==> config.mk <==
export PLATFORM = sky130hd
export DESIGN_NAME = rgb2d_mac
export DESIGN_NICKNAME = d
export VERILOG_FILES = /design/src/hw/rtl/rgb2d_mac.sv
export SDC_FILE = /design/constraint.sdc
export NUM_CORES = 2
export LEC_CHECK = 0
export ABC_CLOCK_PERIOD_IN_PS = 10000
export BUFFER_PORTS_ARGS = -buffer_cell sky130_fd_sc_hd__buf_4
export CORE_ASPECT_RATIO = 2
export CORE_MARGIN = 2
export CORE_UTILIZATION = 50
export CTS_CLUSTER_SIZE = 40
export DETAILED_ROUTE_END_ITERATION = 7
export PLACE_DENSITY = 0.66
export SLEW_MARGIN = 20
export SYNTH_ARGS = -nofsm -noshare
export SYNTH_HDL_FRONTEND = slang
export SYNTH_SLANG_ARGS = --single-unit
export TNS_END_PERCENT = 5
==> constraint.sdc <==
create_clock -name clk_i -period 10 [get_ports clk_i]
set_input_delay 2 -clock clk_i [delete_from_list [all_inputs] [get_ports clk_i]]
set_output_delay 2 -clock clk_i [all_outputs]
set_load 0.1 [all_outputs]
==> src/hw/rtl/rgb2d_mac.sv <==
`default_nettype none
// One coefficient product per cycle, rounded to Q.8, added into the sum.
module rgb2d_mac #(
  parameter int unsigned CoefFracBits = 20
) (
  input  wire logic                clk_i,
  input  wire logic                rst_ni,
  input  wire logic                clear_i,
  input  wire logic                en_i,
  input  wire logic signed [23:0]  coef_i,
  input  wire logic signed [39:0]  data_i,
  output logic signed [63:0]       acc_o
);
  logic signed [63:0] prod_q, prod_d;
  logic               pv_q;
  logic               clr_q;
  logic signed [63:0] acc_q, acc_d;

  always_comb begin
    prod_d = (64'(coef_i) * 64'(data_i)) + (64'sd1 <<< (CoefFracBits - 1));
    prod_d = prod_d >>> CoefFracBits;
  end

  always_comb begin
    acc_d = acc_q;
    if (pv_q) acc_d = (clr_q ? 64'sd0 : acc_q) + prod_q;
  end

  always_ff @(posedge clk_i or negedge rst_ni) begin
    if (!rst_ni) begin
      pv_q  <= 1'b0;
      clr_q <= 1'b0;
      acc_q <= '0;
    end else begin
      pv_q  <= en_i;
      clr_q <= clear_i;
      acc_q <= acc_d;
    end
  end

  always_ff @(posedge clk_i) begin
    prod_q <= prod_d;
  end

  assign acc_o = acc_q;
endmodule
`default_nettype wire

Word-level counts from Yosys, hierarchy flattened --
Cells that the tools add are included.
Word-level totals: input port bits 68, output and inout bits 64, flip-flop bits (word level) 110
Operators by class: muxes and demuxes 1, $add $sub $neg 2, $mul 1
Operators with widths (number):
- adder 64 x 21 -> 64 bit (second input constant) | 1
- adder 64 x 44 -> 64 bit | 1
- multiplier 24 x 40 -> 64 bit | 1
- two-way mux 64 bit | 1

Logic depth before layout (Yosys ltp) --
word-level depth 2, mapped depth 28, gate-level depth less buffers 26

Worst setup path before layout --
OpenSTA, ideal clock, no wires.
path type input -> register, from input coef_i[0], to register prod_q[36], arrival time 8.711 ns, setup time 0.116 ns, data required time 9.884 ns, path buffers 2, path slack 1.174 ns, cell stages on the path 27, cells stage by stage clkbuf_1 -> clkbuf_1 -> and2_1 -> fa_1 -> inv_1 -> fa_1 -> inv_1 -> fa_1 -> inv_1 -> fa_1 -> inv_1 -> fa_1 -> fa_1 -> inv_1 -> fa_1 -> inv_1 -> ha_1 -> a211oi_1 -> nor2_1 -> a311o_1 -> a211oi_1 -> nand3_1 -> o21ai_2 -> o22ai_1 -> o31a_1 -> or3b_1 -> and3_1
Between the ends: longest elaborated chain between the ends 2
RTL lines:
- start: declaration | line 10 | input wire logic signed [23:0] coef_i,
- multiplier 24 x 40 -> 64 bit | line 20 | prod_d = (64'(coef_i) * 64'(data_i)) + (64'sd1 <<< (CoefFracBits - 1));
- adder 64 x 21 -> 64 bit | line 20
- named net prod_d[36] | line 14 | logic signed [63:0] prod_q, prod_d;
- end signal: assignment | line 42 | prod_q <= prod_d;
- end: declaration | line 14
The timed path passes the listed nets, and every way through them passes these cells. A chain may end at the register's enable or synchronous reset.

Worst setup path after layout --
from input coef_i[15], to register prod_q[36]
Same word-level chain as after synthesis.

==> out/results.ini <==
[grt]
grt_antenna_before_repair = 4
grt_max_degree = 84
grt_overflow = 0
grt_pass1_vias = 33600
track_usage_pct = 30.3
grt_pass1_wl_um = 184000

[logic_synthesis]
synth_seq_area_share_pct = 6.43
ys_top_cells_by_count = 988 x inv_1, 960 x fa_1, 641 x nand2_1
yosys_warnings = 0
synth_top_area_share_pct = 48.8
synth_nets = 5597
synth_area_um2 = 39400
synth.area.top_cells = fa_1 49%, inv_1 9.4%, ha_1 7.1%, nand2_1 6.1%, and2_1 6.0%
synth_most_common_cell = inv_1
ys.flop_type = dfrtp_1
ys_types = 75
syn_inst = 4346
ys_ff_latch = 110
async_flop_share_pct = 60.0
synth_area_per_cell_um2 = 9.07
synth_largest_area_cell = fa_1
synth_edf_count = 0

[route]
firstDrtPassIters = 5
via_count = 29800
wl_per_cell_um = 22.2
drcViolationCount = 0
drtIter0Drc = 1758
ant_nets = 0
viasPerCell = 5.59
drt_wl_total_um = 118000

[worst_setup_path]
path_class = in2reg
worst_setup_path_start_kind = primary input
r2r-start = clr_q
reg2reg_depth = 13
worstSetupEndpointType = flop
critPathLaunch = coef_i[15]
required_ns = 10.27
timing.critical_path.fanout_max = 40
ff2ff_setup_slack_ns = 5.78
cp.arrival_ns = 9.45

[floorplanning]
start_util_pct = 50.5
die_w_um = 203
ios = 132
die-area_um2 = 81200
die_h_um = 401
core_area_um2 = 78000
fp-row-count = 145

[clock_tree]
ctsHoldBuffers = 0
cts_buffers = 9
cts.clk_slew.worst_paths_ns = 0.08
postCtsSetupBuffers = 0
clk_latency_ns = 0.37
clock-root-buffer = clkbuf_16
post_cts_resized = 0
cts_sinks = 110
cts_max_path_buffers = 2
cts_tree = done
h-tree-depth = 3

[sta]
fin_crit_sh_pct = 91.8
period_minus_slack_ns = 9.18
tns_ns = 0
rsz0062_at_grt = no
tightest_slew_ns = 1.08
final_hold_viol_count = 0
final-setup-viol-count = 0
drv_slew = 0
slew_headroom_pct = 27.8
finClkSkew_ns = 0.0100
max_freq_mhz = 109

[layout]
drive_gt1_share_pct = 5.75
fin_area_um2 = 41300
nNetsFinal = 5539
finalNonFillerCells = 5324
syn_to_final_growth_pct = 4.86
postLayoutCoreUtil_pct = 53.0

[placement]
placed_area_um2 = 41000
dp.cells = 5306
routabilityCongestion = 0.934
numPortBuffers = 131
place_hpwl_um = 91500

[flow_run]
cap_violations = 0

[worst_hold_path]
hp-class = reg2reg
worstHoldStart = acc_o[4]
hold_depth = 1

[outcome]
status = finished clean

==> path summary, 6_finish.rpt <==
check,endpoint
min reg2reg,acc_o[4]
min in group asynchronous,acc_o[52]
min,acc_o[4]
max,prod_q[36]
max in group asynchronous,pv_q
max reg2reg,acc_o[53]
==> stage by stage <==
| step | setup slack, ns | hold slack [ns] |
|---|---|---|
| 6_report | 0.820 | 0.529 |
| 5_1_grt | 0.442 | 0.550 |
| 4_1_cts | 0.949 | 0.536 |
| 3_5_place_dp | 0.569 | 0.517 |
| 3_3_place_gp | 0.634 | 0.510 |
| 2_1_floorplan | 1.17 | 0.562 |
==> cell families after synthesis <==
logic type | share of synthesized area (%)
AND/OR/NAND/NOR | 16.1
buffers and inverters | 11.6
adder cells (fa/ha/maj) | 55.8
AO/OA/AOI/OAI | 5.99
flip-flops | 6.43
XOR/XNOR | 2.42
multiplexers | 1.63
==> registers in the layout, summed over array words and instances (netlist names) <==
register  count
prod_q       44
acc_o        64
clr_q         1
pv_q          1
==> cell usage in the layout (no fill, tap or decap), types with 16 or more instances in the layout <==
master    count
dfrtp_1      64
fa_1        960
nand3_1      24
buf_4       154
and2_1      375
nand4_1      38
o21bai_1     16
nor2_1       83
o21ai_0      57
xor2_1       41
ha_1        223
nand2b_1     22
dfxtp_1      43
a21o_1       58
nand2_1     641
a21oi_1     130
mux2_2       54
xnor2_1      68
inv_1       988
nor2b_1      72
==> routing by layer <==
layer | routed length [um] | GRT usage [%] | vias up
met5 | 12 | 0 | -
met2 | 61800 | 54.9 | 1205
met3 | 6260 | 3.61 | 555
met1 | 36700 | 30.0 | 15300
li1 | - | - | 12700
met4 | 13300 | 27.0 | 2
==> cell type report <==
class	instances	area, um^2
fill	7328	36700
multi-input combinational	3024	32300
inverter	988	3710
sequential	110	2540
tap	1029	1290
timing repair buffer	155	1180
clock buffer	9	225
clock inverter	7	62.6
antenna	2	5.00
==> worst max-delay path, stage by stage <==
cell,delay (ns)
buf_4,0.56
nand2_1,0.18
fa_1,0.56
inv_1,0.05
fa_1,0.48
fa_1,0.53
fa_1,0.59
fa_1,0.48
fa_1,0.62
inv_1,0.08
fa_1,0.49
inv_1,0.04
ha_1,0.34
a211oi_1,0.23
nor2_1,0.10
a311o_1,0.35
a211oi_1,0.33
nand3_1,0.14
o21ai_2,0.28
o22ai_1,0.14
o31a_1,0.36
or3b_1,0.36
and3_1,0.18
Power is not shown: default switching activity piles up to over one toggle a cycle in this logic, so the estimate is an artifact.
